<file path="src/rtl/core/mcbll_pkg.sv">
// Shared types and constants of the motion command buffer.
// Used by every module in rtl/core; depends on nothing else.
package mcbll_pkg;

   // Request types
   localparam logic [1:0] REQ_FRAME  = 2'd0;
   localparam logic [1:0] REQ_SWITCH = 2'd1;
   localparam logic [1:0] REQ_TICK   = 2'd2;

   // Result kinds
   localparam logic [1:0] RES_NONE   = 2'd0;
   localparam logic [1:0] RES_ROTATE = 2'd1;
   localparam logic [1:0] RES_SWITCH = 2'd2;
   localparam logic [1:0] RES_ATTEND = 2'd3;

   // Switch event codes
   localparam logic [2:0] EV_FWD_REACHED  = 3'd0;
   localparam logic [2:0] EV_REV_REACHED  = 3'd1;
   localparam logic [2:0] EV_FWD_RELEASED = 3'd2;
   localparam logic [2:0] EV_REV_RELEASED = 3'd3;
   localparam logic [2:0] EV_NONE         = 3'd4;

   // Lock states
   localparam logic [1:0] LOCK_NONE = 2'd0;
   localparam logic [1:0] LOCK_FWD  = 2'd1;
   localparam logic [1:0] LOCK_REV  = 2'd2;

   // Operation code of a rotation
   localparam logic [7:0] OP_ROTATE = 8'd0;

   // Configuration register indexes
   localparam int unsigned CSR_IDX_W = 3;
   localparam logic [CSR_IDX_W-1:0] REG_NODE_ID    = 3'd0;
   localparam logic [CSR_IDX_W-1:0] REG_STOP_ID    = 3'd1;
   localparam logic [CSR_IDX_W-1:0] REG_START_ID   = 3'd2;
   localparam logic [CSR_IDX_W-1:0] REG_PACKAGE    = 3'd3;
   localparam logic [CSR_IDX_W-1:0] REG_CLEAR      = 3'd4;
   localparam logic [CSR_IDX_W-1:0] REG_ATTENDANCE = 3'd5;
   localparam logic [CSR_IDX_W-1:0] REG_FORWARD    = 3'd6;
   localparam logic [CSR_IDX_W-1:0] REG_REVERSE    = 3'd7;
   localparam int unsigned CSR_DATA_W = 11;

   // One stored operation
   typedef struct packed {
      logic [7:0]  code;
      logic [7:0]  dir;
      logic [31:0] angle;
      logic [7:0]  rpm;
   } op_type;

   // Configuration registers
   typedef struct packed {
      logic [10:0] node_id;
      logic [10:0] stop_id;
      logic [10:0] start_id;
      logic [7:0]  package_kind;
      logic [7:0]  clear_kind;
      logic [7:0]  attendance_kind;
      logic [7:0]  forward_code;
      logic [7:0]  reverse_code;
   } cfg_type;

   localparam cfg_type CFG_RESET = '{
      node_id:         11'd2,
      stop_id:         11'd0,
      start_id:        11'd1,
      package_kind:    8'd0,
      clear_kind:      8'd1,
      attendance_kind: 8'd2,
      forward_code:    8'd0,
      reverse_code:    8'd1
   };

   // One input request
   typedef struct packed {
      logic [1:0]  req_type;
      logic [10:0] frame_id;
      logic [3:0]  frame_len;
      logic [7:0]  data_kind;
      logic [7:0]  op_code;
      logic [7:0]  direction_code;
      logic [31:0] angle_bits;
      logic [7:0]  speed_rpm;
      logic        fwd_closed;
      logic        rev_closed;
   } item_type;

   // One result, without the stored count
   typedef struct packed {
      logic [1:0]  result_kind;
      logic        disable_driver;
      logic [7:0]  move_direction;
      logic [31:0] move_angle_bits;
      logic [7:0]  move_rpm;
      logic [2:0]  switch_event_code;
      logic        executing;
   } result_type;

endpackage

</file>
<file path="src/rtl/core/mcb_op_store.sv">
// Operation store: one write port, one registered read port.
// Depends on mcbll_pkg for the operation type.
module mcb_op_store #(
   parameter int unsigned DEPTH  = 16,
   parameter int unsigned ADDR_W = 4
) (
   input  logic                 clock,
   input  logic                 wr_en,
   input  logic [ADDR_W-1:0]    wr_addr,
   input  mcbll_pkg::op_type    wr_data,
   input  logic [ADDR_W-1:0]    rd_addr,
   output mcbll_pkg::op_type    rd_data
);
   import mcbll_pkg::*;

   op_type mem [DEPTH];
   op_type rd_data_ff;

   // Write, and read with the write data passed through on an address match.
   always_ff @(posedge clock) begin
      if (wr_en) begin
         mem[wr_addr] <= wr_data;
      end
      if (wr_en && (wr_addr == rd_addr)) begin
         rd_data_ff <= wr_data;
      end else begin
         rd_data_ff <= mem[rd_addr];
      end
   end

   assign rd_data = rd_data_ff;

endmodule

</file>
<file path="src/rtl/core/mcb_ctrl.sv">
// Decision logic and state of the command buffer: mode, lock, count, index.
// Depends on mcbll_pkg; drives the operation store ports.
module mcb_ctrl #(
   parameter int unsigned DEPTH  = 16,
   parameter int unsigned ADDR_W = 4,
   parameter int unsigned CNT_W  = 5
) (
   input  logic                     clock,
   input  logic                     reset,
   input  logic                     in_valid,
   input  mcbll_pkg::item_type      item,
   input  mcbll_pkg::cfg_type       cfg,
   input  mcbll_pkg::op_type        rd_op,
   output logic [ADDR_W-1:0]        rd_addr,
   output logic                     wr_en,
   output logic [ADDR_W-1:0]        wr_addr,
   output mcbll_pkg::op_type        wr_op,
   output mcbll_pkg::result_type    rsp,
   output logic [CNT_W-1:0]         rsp_count
);
   import mcbll_pkg::*;

   localparam logic [CNT_W-1:0] DEPTH_C = CNT_W'(DEPTH);
   localparam logic [CNT_W-1:0] ONE_C   = CNT_W'(1);

   logic             exec_ff, exec_in;
   logic [1:0]       lock_ff, lock_in;
   logic [CNT_W-1:0] count_ff, count_in;
   logic [CNT_W-1:0] index_ff, index_in;

   // Per-request decision
   always_comb begin
      exec_in  = exec_ff;
      lock_in  = lock_ff;
      count_in = count_ff;
      index_in = index_ff;
      wr_en    = 1'b0;
      rsp      = '0;
      rsp.switch_event_code = EV_NONE;
      if (in_valid) begin
         unique case (item.req_type)
            REQ_FRAME: begin
               if (item.frame_id == cfg.stop_id) begin
                  exec_in = 1'b0;
                  rsp.disable_driver = 1'b1;
               end else if (item.frame_id == cfg.start_id) begin
                  exec_in = 1'b1;
               end else if (item.frame_id == cfg.node_id) begin
                  exec_in = 1'b0;
                  if (item.frame_len != 4'd0) begin
                     if (item.data_kind == cfg.package_kind) begin
                        // A full store drops the appended operation.
                        if (count_ff < DEPTH_C) begin
                           wr_en    = 1'b1;
                           count_in = count_ff + ONE_C;
                        end
                     end else if (item.data_kind == cfg.clear_kind) begin
                        count_in = '0;
                        index_in = '0;
                     end else if (item.data_kind == cfg.attendance_kind) begin
                        rsp.result_kind = RES_ATTEND;
                     end
                  end
               end
            end
            REQ_SWITCH: begin
               exec_in = 1'b0;
               rsp.result_kind    = RES_SWITCH;
               rsp.disable_driver = 1'b1;
               if (item.fwd_closed) begin
                  lock_in = LOCK_FWD;
                  rsp.switch_event_code = EV_FWD_REACHED;
               end
               if (item.rev_closed) begin
                  lock_in = LOCK_REV;
                  rsp.switch_event_code = EV_REV_REACHED;
               end
               if (!item.fwd_closed && lock_in == LOCK_FWD) begin
                  lock_in = LOCK_NONE;
                  rsp.switch_event_code = EV_FWD_RELEASED;
               end
               if (!item.rev_closed && lock_in == LOCK_REV) begin
                  lock_in = LOCK_NONE;
                  rsp.switch_event_code = EV_REV_RELEASED;
               end
            end
            REQ_TICK: begin
               if (exec_ff) begin
                  if (index_ff >= count_ff || index_ff >= DEPTH_C) begin
                     // End of store: rewind and stop.
                     index_in = '0;
                     exec_in  = 1'b0;
                  end else begin
                     index_in = index_ff + ONE_C;
                     if (rd_op.code == OP_ROTATE &&
                         !(lock_ff == LOCK_FWD && rd_op.dir == cfg.forward_code) &&
                         !(lock_ff == LOCK_REV && rd_op.dir == cfg.reverse_code)) begin
                        rsp.result_kind     = RES_ROTATE;
                        rsp.move_direction  = rd_op.dir;
                        rsp.move_angle_bits = rd_op.angle;
                        rsp.move_rpm        = rd_op.rpm;
                     end
                  end
               end
            end
            default: begin
            end
         endcase
      end
      rsp.executing = exec_in;
   end

   assign rsp_count = count_in;

   // Store ports. The read address is the index that the next request will see.
   assign wr_addr = count_ff[ADDR_W-1:0];
   assign wr_op   = '{code: item.op_code, dir: item.direction_code,
                      angle: item.angle_bits, rpm: item.speed_rpm};
   assign rd_addr = (index_in < DEPTH_C) ? index_in[ADDR_W-1:0] : '0;

   // State registers
   always_ff @(posedge clock) begin
      if (reset) begin
         exec_ff  <= 1'b0;
         lock_ff  <= LOCK_NONE;
         count_ff <= '0;
         index_ff <= '0;
      end else begin
         exec_ff  <= exec_in;
         lock_ff  <= lock_in;
         count_ff <= count_in;
         index_ff <= index_in;
      end
   end

   // The replay index never passes the fill count.
   a_index_le_count: assert property (@(posedge clock) disable iff (reset)
      index_ff <= count_ff) else $error("replay index beyond fill count");

   // The fill count never passes the store depth.
   a_count_le_depth: assert property (@(posedge clock) disable iff (reset)
      count_ff <= DEPTH_C) else $error("fill count beyond store depth");

   // Both locks are never held at once.
   a_lock_single: assert property (@(posedge clock) disable iff (reset)
      lock_ff != (LOCK_FWD | LOCK_REV)) else $error("both directions locked");

   // A rotation is only issued from execute mode, which it keeps.
   a_rotate_exec: assert property (@(posedge clock) disable iff (reset)
      (in_valid && rsp.result_kind == RES_ROTATE) |-> (exec_ff && exec_in))
      else $error("rotation issued outside execute mode");

endmodule

</file>
<file path="src/rtl/core/motion_command_buffer_with_limit_lock.sv">
// Top level of the motion command buffer: request register, configuration
// registers, result register. Depends on mcbll_pkg, mcb_ctrl, mcb_op_store.
//
//   channel   handshake              direction  contents
//   request   start / busy           in         req_* fields
//   result    rsp_valid (strobe)     out        rsp_* fields
//   config    csr_valid / csr_ready  in         csr_index, csr_wdata
//
// One request is accepted per cycle while busy is low; its result passes
// the request register and then the result register, which strobes it. The
// store read is registered as well, but it is addressed in the cycle before
// with the replay index that the request will see, so it does not lengthen the path.
// Reset is synchronous and active high; busy is high during reset and for
// the cycle after it. The receiver cannot stall, so results never wait.
module motion_command_buffer_with_limit_lock #(
   parameter int unsigned STORE_DEPTH = 16
) (
   input  logic                              clock,
   input  logic                              reset,
   input  logic                              start,
   output logic                              busy,
   input  logic [1:0]                        req_type,
   input  logic [10:0]                       req_frame_id,
   input  logic [3:0]                        req_frame_len,
   input  logic [7:0]                        req_data_kind,
   input  logic [7:0]                        req_op_code,
   input  logic [7:0]                        req_direction_code,
   input  logic [31:0]                       req_angle_bits,
   input  logic [7:0]                        req_speed_rpm,
   input  logic                              req_forward_switch_closed,
   input  logic                              req_reverse_switch_closed,
   output logic                              rsp_valid,
   output logic [1:0]                        rsp_result_kind,
   output logic                              rsp_disable_driver,
   output logic [7:0]                        rsp_move_direction,
   output logic [31:0]                       rsp_move_angle_bits,
   output logic [7:0]                        rsp_move_rpm,
   output logic [2:0]                        rsp_switch_event_code,
   output logic                              rsp_executing,
   output logic [$clog2(STORE_DEPTH+1)-1:0]  rsp_stored_count,
   input  logic                              csr_valid,
   output logic                              csr_ready,
   input  logic [mcbll_pkg::CSR_IDX_W-1:0]   csr_index,
   input  logic [mcbll_pkg::CSR_DATA_W-1:0]  csr_wdata
);
   import mcbll_pkg::*;

   localparam int unsigned CNT_W  = $clog2(STORE_DEPTH + 1);
   localparam int unsigned ADDR_W = (STORE_DEPTH > 1) ? $clog2(STORE_DEPTH) : 1;

   logic             busy_ff;
   logic             in_valid_ff;
   item_type         item_ff, item_in;
   cfg_type          cfg_ff, cfg_in;
   logic             rsp_valid_ff;
   result_type       rsp_ff, rsp_in;
   logic [CNT_W-1:0] count_ff, count_in;
   logic             accept;

   logic [ADDR_W-1:0] rd_addr, wr_addr;
   logic              wr_en;
   op_type            rd_op, wr_op;

   assign accept    = start && !busy_ff;
   assign busy      = busy_ff;
   assign csr_ready = !busy_ff;

   // Busy flag covers reset and the cycle after it.
   always_ff @(posedge clock) begin
      if (reset) begin
         busy_ff <= 1'b1;
      end else begin
         busy_ff <= 1'b0;
      end
   end

   // Configuration register writes.
   always_comb begin
      cfg_in = cfg_ff;
      if (csr_valid && csr_ready) begin
         unique case (csr_index)
            REG_NODE_ID:    cfg_in.node_id         = csr_wdata;
            REG_STOP_ID:    cfg_in.stop_id         = csr_wdata;
            REG_START_ID:   cfg_in.start_id        = csr_wdata;
            REG_PACKAGE:    cfg_in.package_kind    = csr_wdata[7:0];
            REG_CLEAR:      cfg_in.clear_kind      = csr_wdata[7:0];
            REG_ATTENDANCE: cfg_in.attendance_kind = csr_wdata[7:0];
            REG_FORWARD:    cfg_in.forward_code    = csr_wdata[7:0];
            REG_REVERSE:    cfg_in.reverse_code    = csr_wdata[7:0];
            default: begin
            end
         endcase
      end
   end

   always_ff @(posedge clock) begin
      if (reset) begin
         cfg_ff <= CFG_RESET;
      end else begin
         cfg_ff <= cfg_in;
      end
   end

   // Request register.
   assign item_in = '{req_type: req_type, frame_id: req_frame_id,
                      frame_len: req_frame_len, data_kind: req_data_kind,
                      op_code: req_op_code, direction_code: req_direction_code,
                      angle_bits: req_angle_bits, speed_rpm: req_speed_rpm,
                      fwd_closed: req_forward_switch_closed,
                      rev_closed: req_reverse_switch_closed};

   always_ff @(posedge clock) begin
      if (reset) begin
         in_valid_ff <= 1'b0;
      end else begin
         in_valid_ff <= accept;
      end
   end

   always_ff @(posedge clock) begin
      if (accept) begin
         item_ff <= item_in;
      end
   end

   mcb_op_store #(
      .DEPTH  (STORE_DEPTH),
      .ADDR_W (ADDR_W)
   ) u_store (
      .clock   (clock),
      .wr_en   (wr_en),
      .wr_addr (wr_addr),
      .wr_data (wr_op),
      .rd_addr (rd_addr),
      .rd_data (rd_op)
   );

   mcb_ctrl #(
      .DEPTH  (STORE_DEPTH),
      .ADDR_W (ADDR_W),
      .CNT_W  (CNT_W)
   ) u_ctrl (
      .clock     (clock),
      .reset     (reset),
      .in_valid  (in_valid_ff),
      .item      (item_ff),
      .cfg       (cfg_ff),
      .rd_op     (rd_op),
      .rd_addr   (rd_addr),
      .wr_en     (wr_en),
      .wr_addr   (wr_addr),
      .wr_op     (wr_op),
      .rsp       (rsp_in),
      .rsp_count (count_in)
   );

   // Result register.
   always_ff @(posedge clock) begin
      if (reset) begin
         rsp_valid_ff <= 1'b0;
      end else begin
         rsp_valid_ff <= in_valid_ff;
      end
   end

   always_ff @(posedge clock) begin
      if (in_valid_ff) begin
         rsp_ff   <= rsp_in;
         count_ff <= count_in;
      end
   end

   assign rsp_valid             = rsp_valid_ff;
   assign rsp_result_kind       = rsp_ff.result_kind;
   assign rsp_disable_driver    = rsp_ff.disable_driver;
   assign rsp_move_direction    = rsp_ff.move_direction;
   assign rsp_move_angle_bits   = rsp_ff.move_angle_bits;
   assign rsp_move_rpm          = rsp_ff.move_rpm;
   assign rsp_switch_event_code = rsp_ff.switch_event_code;
   assign rsp_executing         = rsp_ff.executing;
   assign rsp_stored_count      = count_ff;

   // Every accepted request yields a result through the request and result registers.
   a_one_result: assert property (@(posedge clock) disable iff (reset)
      accept |-> ##2 rsp_valid) else $error("request without result");

   // A result that forces the driver off never reports execute mode.
   a_disable_idle: assert property (@(posedge clock) disable iff (reset)
      (rsp_valid && rsp_disable_driver) |-> !rsp_executing)
      else $error("driver disabled while executing");

endmodule
</file>
<file path="config.mk">
export PLATFORM = sky130hd
export DESIGN_NAME = motion_command_buffer_with_limit_lock
export DESIGN_NICKNAME = d
export VERILOG_FILES = /design/src/rtl/core/mcbll_pkg.sv /design/src/rtl/core/mcb_op_store.sv /design/src/rtl/core/mcb_ctrl.sv /design/src/rtl/core/motion_command_buffer_with_limit_lock.sv
export SDC_FILE = /design/constraint.sdc
export NUM_CORES = 1
export LEC_CHECK = 0
export BUFFER_PORTS_ARGS = -buffer_cell sky130_fd_sc_hd__buf_2
export CORE_MARGIN = 4
export CORE_UTILIZATION = 39
export CTS_CLUSTER_DIAMETER = 30
export DETAILED_ROUTE_END_ITERATION = 12
export MAX_ROUTING_LAYER = met4
export SYNTH_ARGS = -nofsm -noshare
export SYNTH_HDL_FRONTEND = slang
export SYNTH_SLANG_ARGS = --single-unit
</file>
<file path="constraint.sdc">
create_clock -name clock -period 7.4 [get_ports clock]
set_input_delay 0.74 -clock clock [delete_from_list [all_inputs] [get_ports clock]]
set_output_delay 0.74 -clock clock [all_outputs]
set_load 0.01 [all_outputs]
</file>
==> Word level (Yosys, flattened, before mapping) <==
Memories as Yosys holds them, arrays and structs flattened. A register that Yosys moved wholly into a read port is not among the register bits.
Cells that the tools add are included.
{ "word_totals": {"reg_bits": 232, "ramBits": 896, "inputBits": 101, "out_inout_bits": 63, "elab_cells": 155, "mem_count": 1} }
{ "memory_table": {"columns": ["memory", "depth", "width", "rd", "rd_clocked_by_memory_dff", "write_ports", "line_no", "source"], "rows": [
  ["u_store.mem", 16, 56, 1, 1, 1, "mcb_op_store.sv:16", "op_type mem [DEPTH];"]
]} }
{ "op_classes": {"addsub": 2, "magnitude_cmp": 4, "n_eq_ne": 21, "mux": 63, "bitwise_logic": 3, "n_reduce_logical": 28} }
{ "ops": {"columns": ["op", "n"], "rows": [
  ["$mux 5", 18],
  ["$eq 8x8->1", 5],
  ["$eq 11x11->1", 3],
  ["$mux 2", 16],
  ["$mux 1", 20],
  ["$reduce_and 2->1", 9],
  ["$eq 3x3->1 const B", 4],
  ["$mux 3", 4],
  ["$add 5x1->5 const B", 2],
  ["$lt 5x5->1 const B", 2],
  ["$pmux 5 s2", 1],
  ["$logic_and 1x1->1", 8],
  ["$logic_not 8->1", 1],
  ["$eq 2x1->1 const B", 3],
  ["$eq 2x2->1 const B", 3],
  ["$eq 3x2->1 const B", 2],
  ["$pmux 2 s3", 1],
  ["$ge 5x5->1", 1],
  ["$ge 5x5->1 const B", 1],
  ["$logic_not 1->1", 5],
  ["$mux 4", 1],
  ["$reduce_bool 4->1", 1],
  ["$reduce_or 4->1", 1],
  ["$eq 3x1->1 const B", 1],
  ["6 further kinds", 8]
]} }

==> Logic depth before layout (Yosys ltp) <==
Gate-level depths: netlist of the first run.
{ "depth": {"word_depth": 12, "ltp_mapped": 12, "ltp_nobuf": 9} }

==> Cells and area by module <==
From an unflattened synthesis of the first run, not the netlist that was laid out.
{ "unflattened": {"hier_cells": 2174, "hier_area_um2": 43634.3} }
{ "by_module_without_submodules": {"columns": ["module", "n_inst", "cells_each", "area_per_inst_um2", "seq_area_each_um2"], "rows": [
  ["mcb_op_store", 1, 1393, 33637.3, 26985.9],
  ["motion_command_buffer_with_limit_lock", 1, 414, 7262.0, 5815.6],
  ["mcb_ctrl", 1, 367, 2735.1, 260.2]
]} }

==> Least setup slack after synthesis of the first run <==
Ideal clock, no wire load.
{ "synth_timing": {"kind": "register -> register", "from": "register in_valid_ff", "to": "memory u_store.mem[11][0] in the netlist's numbering, enable pin", "setup_ns": 0.539, "t_arrival_ns": 6.279, "setup_slack_ns": 0.582, "path_stages_with_launch": 5, "path_buffers": 0, "period_less_slack_ns": 6.818, "path_cell_list": "dfxtp_1 > nand2_1 > nor3_1 > nand4_1 > nor3_1"} }
{ "synth_between": {"elab_chain_len": 3} }
{ "synth_lines": {"columns": ["item", "line_no", "source"], "rows": [
  ["from (decl)", "motion_command_buffer_with_limit_lock.sv:52", "logic in_valid_ff;"],
  ["from (signal assigned)", "motion_command_buffer_with_limit_lock.sv:116", "in_valid_ff <= accept;"],
  ["$mux 1", "mcb_ctrl.sv:40", "if (in_valid) begin"],
  ["$mux 1", "mcb_op_store.sv:21", "if (wr_en) begin"],
  ["$mux 1 (not written as such)", "mcb_op_store.sv:22", "mem[wr_addr] <= wr_data;"],
  ["to (decl)", "mcb_op_store.sv:16", null]
]} }
No other way between the ends.

==> results of run 1 <==
-- path summary, 6_finish.rpt --
kind / startpoint / to / cells after the start
max reg2reg: flip-flop / rsp_move_angle_bits[30]$_SDFFCE_PP0P_ / 8
max: flip-flop / rsp_move_angle_bits[30]$_SDFFCE_PP0P_ / 8
min: req_angle_bits[23] / item_ff[33]$_DFFE_PP_ / 1
min reg2reg: cfg_ff[47]$_SDFFE_PP0P_ / cfg_ff[47]$_SDFFE_PP0P_ / 2
-- metrics by stage --
| stage | instance area, µm² | hold slack [ns] |
|---|---|---|
| final | 52700 | 0.119 |
| after global routing | 52700 | 0.0853 |
| after CTS | 52700 | 0.0667 |
| after detailed placement | 45200 | 0.461 |
| after global placement | 45200 | 0.454 |
| after floorplan | 42600 | 0.448 |
-- per-layer routing --
| layer | vias to the layer above | part of all wire (%) | routed length (µm) | GRT usage, % |
|---|---|---|---|---|
| met5 | - | 0 | 0 | - |
| met4 | 0 | 2.2 | 2200 | 5.53 |
| met3 | 174 | 7.0 | 7120 | 3.95 |
| met2 | 802 | 48 | 49000 | 28.0 |
| met1 | 11200 | 43 | 43600 | 24.7 |
| li1 | 9066 | - | - | - |
-- power breakdown --
part           internal, W  switching, W
registers          0.00700     0.0000724
logic            0.0000445     0.0000768
clock network      0.00643       0.00344
total               0.0135       0.00359
-- final cells by class --
| cell class | instances | area (µm²) | area share [%] |
|---|---|---|---|
| inverter | 13 | 48.8 | 0.0926 |
| antenna | 2 | 5.00 | 0.00949 |
| sequential | 1132 | 33100 | 62.8 |
| multi-input combinational | 790 | 9150 | 17.4 |
| timing repair buffer | 204 | 1120 | 2.13 |
| tap | 1403 | 1760 | 3.33 |
| clock buffer | 237 | 5500 | 10.4 |
| clock inverter | 165 | 2050 | 3.88 |
-- state kept, by name (all words and copies together), names as in the netlist, named ones only --
register,count
busy,1
cfg_ff,73
in_valid_ff,1
item_ff,83
rsp_disable_driver,1
rsp_executing,1
rsp_move_angle_bits,32
rsp_move_direction,8
rsp_move_rpm,8
rsp_result_kind,2
rsp_stored_count,5
rsp_switch_event_code,3
rsp_valid,1
u_ctrl.count_ff,5
u_ctrl.exec_ff,1
u_ctrl.index_ff,5
u_ctrl.lock_ff,2
u_store.mem,896
-- layout by cell type, fill, tap and decap left out, types with 11 or more instances in the layout --
| cell type | netlist | layout |
|---|---|---|
| sky130_fd_sc_hd__bufinv_16 | 0 | 28 |
| sky130_fd_sc_hd__dfxtp_1 | 93 | 88 |
| sky130_fd_sc_hd__nand4_1 | 13 | 13 |
| sky130_fd_sc_hd__xnor2_1 | 36 | 36 |
| sky130_fd_sc_hd__clkinv_4 | 0 | 15 |
| sky130_fd_sc_hd__nor3_1 | 15 | 11 |
| sky130_fd_sc_hd__clkbuf_1 | 58 | 18 |
| sky130_fd_sc_hd__mux2i_1 | 83 | 83 |
| sky130_fd_sc_hd__nand3_1 | 14 | 14 |
| sky130_fd_sc_hd__nor4_1 | 39 | 39 |
| sky130_fd_sc_hd__clkinv_2 | 0 | 33 |
| sky130_fd_sc_hd__nand2_1 | 55 | 55 |
| sky130_fd_sc_hd__mux4_2 | 232 | 232 |
| sky130_fd_sc_hd__a21oi_1 | 21 | 21 |
| sky130_fd_sc_hd__and3_4 | 0 | 12 |
| sky130_fd_sc_hd__xor2_1 | 36 | 36 |
| sky130_fd_sc_hd__edfxtp_1 | 1039 | 1039 |
| sky130_fd_sc_hd__nor2b_1 | 16 | 15 |
| sky130_fd_sc_hd__clkbuf_16 | 0 | 215 |
| sky130_fd_sc_hd__buf_4 | 5 | 41 |
| sky130_fd_sc_hd__inv_1 | 12 | 12 |
| sky130_fd_sc_hd__buf_2 | 24 | 163 |
| sky130_fd_sc_hd__nor2_1 | 83 | 83 |
| sky130_fd_sc_hd__clkinvlp_4 | 0 | 28 |
| sky130_fd_sc_hd__inv_6 | 0 | 18 |
| sky130_fd_sc_hd__clkinv_1 | 0 | 17 |
| sky130_fd_sc_hd__nor3b_1 | 50 | 50 |
-- logic make-up after synthesis --
family                     count (synthesis)  share of synthesized area, %
AOI/OAI and AO/OA                         69                          1.12
xor gates and xnor gates                  72                          1.48
adders and majority gates                 10                         0.294
buffers and inverters                    111                          1.13
DFF                                     1132                          77.6
muxes                                    320                          14.3
and+or+nand+nor                          319                          4.01
-- worst max-delay path, delay by kind of cell (launching register included) --
| kind | cells | cell delay [ns] |
|---|---|---|
| and+or+nand+nor | 2 | 0.44 |
| buffers and inverters | 2 | 1.27 |
| DFF | 1 | 1.14 |
| xor gates and xnor gates | 1 | 0.25 |
| muxes | 3 | 1.03 |
==> metrics.md, run 1 <==
| Metric | Value |
|---|---|
| Run status | finished, final reports clean |
| Slowest cell on the critical path | sky130_fd_sc_hd__dfxtp_4 |
| Detailed-route DRC error count | 0 |
| Number of placed instances with taps included | ~3500 |
| Leftover overflow at the end of global routing | 0 |
| Critical path's largest stage delay | between 1 and 1.5 ns |
| Gr usage total | 18.3% |
| Critical-path cell list | buf_4 > mux4_2 > mux2i_1 > mux2i_1 > xor2_1 > nor4_4 > buf_4 > nor3b_1 |
| Required time reported for the critical path endpoint | ~7.9 ns |
| Leading cell types by total area after synthesis | sky130_fd_sc_hd__edfxtp_1 73%, sky130_fd_sc_hd__mux4_2 12%, sky130_fd_sc_hd__dfxtp_1 4.4% |
| Min setup slack post-route | approximately 2.9 ns |
| Element type at the critical path start | flip-flop |
| Hold buffer count at CTS | 0 |
| Antenna violations before repair | 3 |
| Synth cell types | 55 |
| Synth warnings | 0 |
| TritonCTS clock tree | built |
| Effective utilization at floorplan | 39.5% |
| Unrepaired setup endpoints after global routing | false |
| Port Buffer Count | approximately 160 |
| Post-synthesis instance area | 42600 µm² |
| Top cell types by occurrence after synthesis | 1039 x sky130_fd_sc_hd__edfxtp_1, 232 x sky130_fd_sc_hd__mux4_2, 93 x sky130_fd_sc_hd__dfxtp_1 |
| Routability congestion estimate | about 0.80 |
| HPWL after detailed placement | ~54000 µm |
| Kind of end point of the critical path | flip-flop |
| Number of setup violations in the final report | 0 |
| Worst setup slack for register-to-register paths | around 2.9 ns |
| Per-instance average area after synthesis | between 20 and 25 µm² |
| DR WL/cell | 25.8 µm |
| Max H-tree Level | 4 |
| Overall die height | between 300 and 400 µm |
| Area of the core | approximately 110000 µm² |
| Number of standard cells in the layout, taps in and fillers out | 3946 |
| Post-synth EDFFs | 1039 |
| Cell accounting for the most synthesized area | sky130_fd_sc_hd__edfxtp_1 |
| Number of global-route vias before repair | between 20000 and 25000 |
| Path class of the lowest-slack min-delay path | in2reg |
| Post-synthesis cell count | ~2000 |
| Clock insertion delay at the later pin of the skew report | about 0.79 ns |
| Synth Register Bits | about 1100 |
| Proportion of netlist area held by the largest area contributor | between 70% and 80% |
| Worst slack after detailed placement | 2.86 ns |
| Total leakage power | about 17 nW |
| Total CTS buffers | between 200 and 250 |
| Post-CTS Setup Repair Bufs | 0 |
| Avg Vias per Cell | 5.37 |
| Achievable clock frequency | about 0.22 GHz |
| First-pass iteration count of the detailed router | 5 |
| Min Tclk post-route | 4.55 ns |
| Count of nets left with antenna violations after detail routing | 0 |
| Relative slew slack | a little under 20% |
| Top flip-flop cell by instance count after synthesis | sky130_fd_sc_hd__edfxtp_1 |
| Row count | 120 |
| Area enclosed by the die boundary | between 100000 and 150000 µm² |
| Worst Clk Skew | 0.0648 ns |
| Wire length of the first global-routing pass | between 100000 and 150000 µm |
| # clock sinks | approximately 1100 |
| Fraction of registers with async set or reset after synthesis | 0% |
| Power density relative to cell area | roughly 320 nW/µm² |
| Count of filler cells inserted in the layout | 8691 |
| IO Pins | 164 |
| Total via count after detailed routing | roughly 21000 |
| Class of the most critical setup path | reg2reg |
| Clock root buffer | sky130_fd_sc_hd__clkbuf_16 |
| Post-detailed-routing wire length | between 100000 and 150000 µm |
| Fraction of the core area covered by cells at the end of the flow | around half |
| Sequential cell area fraction in the yosys report | slightly below 80% |
| Critical path data arrival time | ~5 ns |
| Share of layout cells above drive strength 1 | approximately a third |
| Hold violation count in the final report | 0 |
| Ratio of final minimum period to clock period | between 60% and 70% |
| Slew of the pin with the lowest slew margin | 1.21 ns |
| Count of pins over their slew limit | 0 |
| Cts repair resizes | 0 |
| Growth of design area from synthesis to finish | 23.7% |
| Synthesized Nets | 2144 |
| Reported max-cap violation count | 0 |
| Most numerous cell in the Yosys netlist | sky130_fd_sc_hd__edfxtp_1 |
| Post-CTS clock slew at the launch and capture registers of the worst setup and hold paths | around 0.050 ns |
| Die X-Extent | around 340 µm |
| Iter 0 DRT Violations | 1897 |
| Setup_tns | 0 ns |
| Overall power after layout | 0.0171 W |
| Layout net count | roughly 2500 |
| Worst supply voltage drop on vdd | between 0.2 and 0.25 mV |
| Largest net degree at the start of global routing | 90 |
| Max FO, Critical Path | 74 |
| CTS Buffer Depth | 3 |
(Power assumes the default switching activity.)
==> run 2: changes to the inputs <==
==> constraint.sdc (replaced) <==
create_clock -name clock -period 3.85 [get_ports clock]
set_input_delay 0.385 -clock clock [delete_from_list [all_inputs] [get_ports clock]]
set_output_delay 0.385 -clock clock [all_outputs]
set_load 0.01 [all_outputs]
==> metrics.md, run 2 (synthesis results as in run 1) <==
| Metric | Value |
|---|---|
| Largest net degree at the start of global routing | 92 (+2.2%) |
| Unrepaired setup endpoints after global routing | false |
| Commonest cells after routing, fill and taps aside | 1039 x sky130_fd_sc_hd__edfxtp_1, 232 x sky130_fd_sc_hd__mux4_2, 220 x sky130_fd_sc_hd__clkbuf_16 |
| Growth of design area from synthesis to finish | 27.6% |
| Slew of the pin with the lowest slew margin | 1.17 ns (-0.0422 ns) |
| Worst supply voltage drop on vdd | 0.432 mV (+93%) |
| Total via count after detailed routing | 21900 (+3.3%) |
| Cell area after placement | 45800 µm² (+1.4%) |
| TritonCTS clock tree | built |
| Fraction of the core area covered by cells at the end of the flow | 50.4% (+1.5 points) |
| Layout net count | 2592 (+5.2%) |
| Path class of the lowest-slack min-delay path | in2reg |
| Number of global-route vias before repair | 22900 (+2.6%) |
| Relative slew slack | 22.0% (+2.8 points) |
| Routability congestion estimate | 0.820 (+2.4%) |
| HPWL after detailed placement | 56600 µm (+4.0%) |
| Count of pins over their slew limit | 0 (unchanged) |
| Clock insertion delay at the later pin of the skew report | 0.78 ns (about the same) |
| Reported max-cap violation count | 0 (unchanged) |
| Overall die height | 338 µm (unchanged) |
| Element type at the critical path start | flip-flop |
| Row count | 120 (unchanged) |
| Leftover overflow at the end of global routing | 0 (unchanged) |
| Die X-Extent | 338 µm (unchanged) |
| IO Pins | 164 (unchanged) |
| Area of the core | 108000 µm² (unchanged) |
| CTS Buffer Depth | 3 (unchanged) |
| Class of the most critical setup path | reg2reg |
| Gr usage total | 18.3% (about the same) |
| Port Buffer Count | 163 (unchanged) |
| Number of setup violations in the final report | 0 (unchanged) |
| Final Cell Area | 54400 µm² (+3.1%) |
| Min Tclk post-route | 3.52 ns (-1.03 ns) |
| Total leakage power | 17.9 nW (+4.0%) |
| Number of standard cells in the layout, taps in and fillers out | 4075 (+3.3%) |
| Share of layout cells above drive strength 1 | 32.8% (-0.13 points) |
| Leading cell type in the layout, fill and taps excluded | sky130_fd_sc_hd__edfxtp_1 |
| Run status | finished, final reports clean |
| Count of nets left with antenna violations after detail routing | 0 (unchanged) |
| Registers with the most flip-flops | u_store.mem x896, item_ff x83, cfg_ff x73 |
| Worst Clk Skew | 0.0591 ns (-0.00578 ns) |
| Kind of end point of the critical path | flip-flop |
| Flip-flop count of the largest register after layout | 896 (unchanged) |
| Worst-case reg-to-reg path depth | 7 (-1) |
| Antenna violations before repair | 3 (unchanged) |
| Post-CTS clock slew at the launch and capture registers of the worst setup and hold paths | 0.04 ns (about the same) |
| Effective utilization at floorplan | 39.5% (unchanged) |
| DR WL/cell | 25.0 µm (-3.2%) |
| Max H-tree Level | 4 (unchanged) |
| Total CTS buffers | 216 (+1.9%) |
| Post-detailed-routing wire length | 102000 µm (about the same) |
| # clock sinks | 1132 (unchanged) |
| Achievable clock frequency | 0.284 GHz (+29%) |
| Area enclosed by the die boundary | 115000 µm² (unchanged) |
| Ratio of final minimum period to clock period | 91.4% (+30 points) |
| Number of placed instances with taps included | 3570 (+0.79%) |
| Top register by number of flip-flops | u_store.mem |
| Setup_tns | 0 ns (unchanged) |
| Hold violation count in the final report | 0 (unchanged) |
| Cts repair resizes | 0 (unchanged) |
| First-pass iteration count of the detailed router | 7 (+2) |
| Required time reported for the critical path endpoint | 4.28 ns (-3.57 ns) |
| Number of cells on the worst hold path | 2 (+1) |
| Detailed-route DRC error count | 0 (unchanged) |
| Wire length of the first global-routing pass | 151000 µm (+0.54%) |
| Max FO, Critical Path | 17 (-77%) |
| Iter 0 DRT Violations | 1901 (+0.21%) |
| Avg Vias per Cell | 5.38 (about the same) |
| Power density relative to cell area | 606 nW/µm² (+87%) |
| Clock root buffer | sky130_fd_sc_hd__clkbuf_16 |
| Critical path data arrival time | 3.95 ns (-1.05 ns) |
==> run 2: metrics by stage <==
step | hold WS (ns) | total power (W) | setup WS [ns]
floorplan | 0.413 | 0.0139 | 0.0715
global placement | 0.458 | 0.0141 | 0.370
detailed placement | 0.466 | 0.0141 | 0.199
CTS | 0.00852 | 0.0332 | 0.124
global route | 0.0367 | 0.0340 | 0.0862
finish | 0.0601 | 0.0329 | 0.331
==> run 2: final timing paths <==
check | slack [ns] | end | startpoint
worst max-delay path | 0.33 | u_store.mem[11][38]$_DFFE_PP_ | item_ff[63]$_DFFE_PP_
worst min-delay path | 0.06 | item_ff[60]$_DFFE_PP_ | start
worst max register to register | 0.33 | u_store.mem[11][38]$_DFFE_PP_ | item_ff[63]$_DFFE_PP_
worst min register to register | 0.47 | cfg_ff[49]$_SDFFE_PP0P_ | cfg_ff[49]$_SDFFE_PP0P_
==> run 2: critical path, stage by stage (launching register included) <==
cell and delay, ns:
sky130_fd_sc_hd__edfxtp_1 0.45, sky130_fd_sc_hd__xor2_1 0.18, sky130_fd_sc_hd__nor4_1 0.51, sky130_fd_sc_hd__nand2_1 0.27, sky130_fd_sc_hd__nor3_1 0.31, sky130_fd_sc_hd__nand4_1 0.54
sky130_fd_sc_hd__nor3_4 0.65, sky130_fd_sc_hd__buf_12 0.24
==> run 2: timing repair <==
action / in CTS / in global routing
endpoints found under the hold margin: 109 / 0
hold buffers: 94 / 0
endpoints found under the setup margin: 0 / 55
setup buffers: 0 / 2
==> run 2: area by class of cell <==
| type | count | area, µm² |
|---|---|---|
| Multi-Input combinational cell | 790 | 9170 |
| Tap cell | 1403 | 1760 |
| Timing Repair Buffer | 328 | 2720 |
| Clock inverter | 160 | 1890 |
| Sequential cell | 1132 | 33100 |
| Clock buffer | 247 | 5700 |
| Fill cell | 8455 | 53400 |
| Inverter | 13 | 48.8 |
| Antenna cell | 2 | 5.00 |
==> run 2: power breakdown <==
part,internal [W],switching (W)
Combinational,0.000149,0.000167
Clock,0.0124,0.00658
Sequential,0.0135,0.000135
==> run 2: routing by layer <==
metal	routed length (µm)	vias up	global-route usage, %	share of wire, %
met3	7270	164	4.17	7.1
met5	0	-	-	0
met2	48300	891	27.9	47
li1	-	9336	-	-
met1	44200	11500	24.9	43
met4	2020	0	5.33	2.0
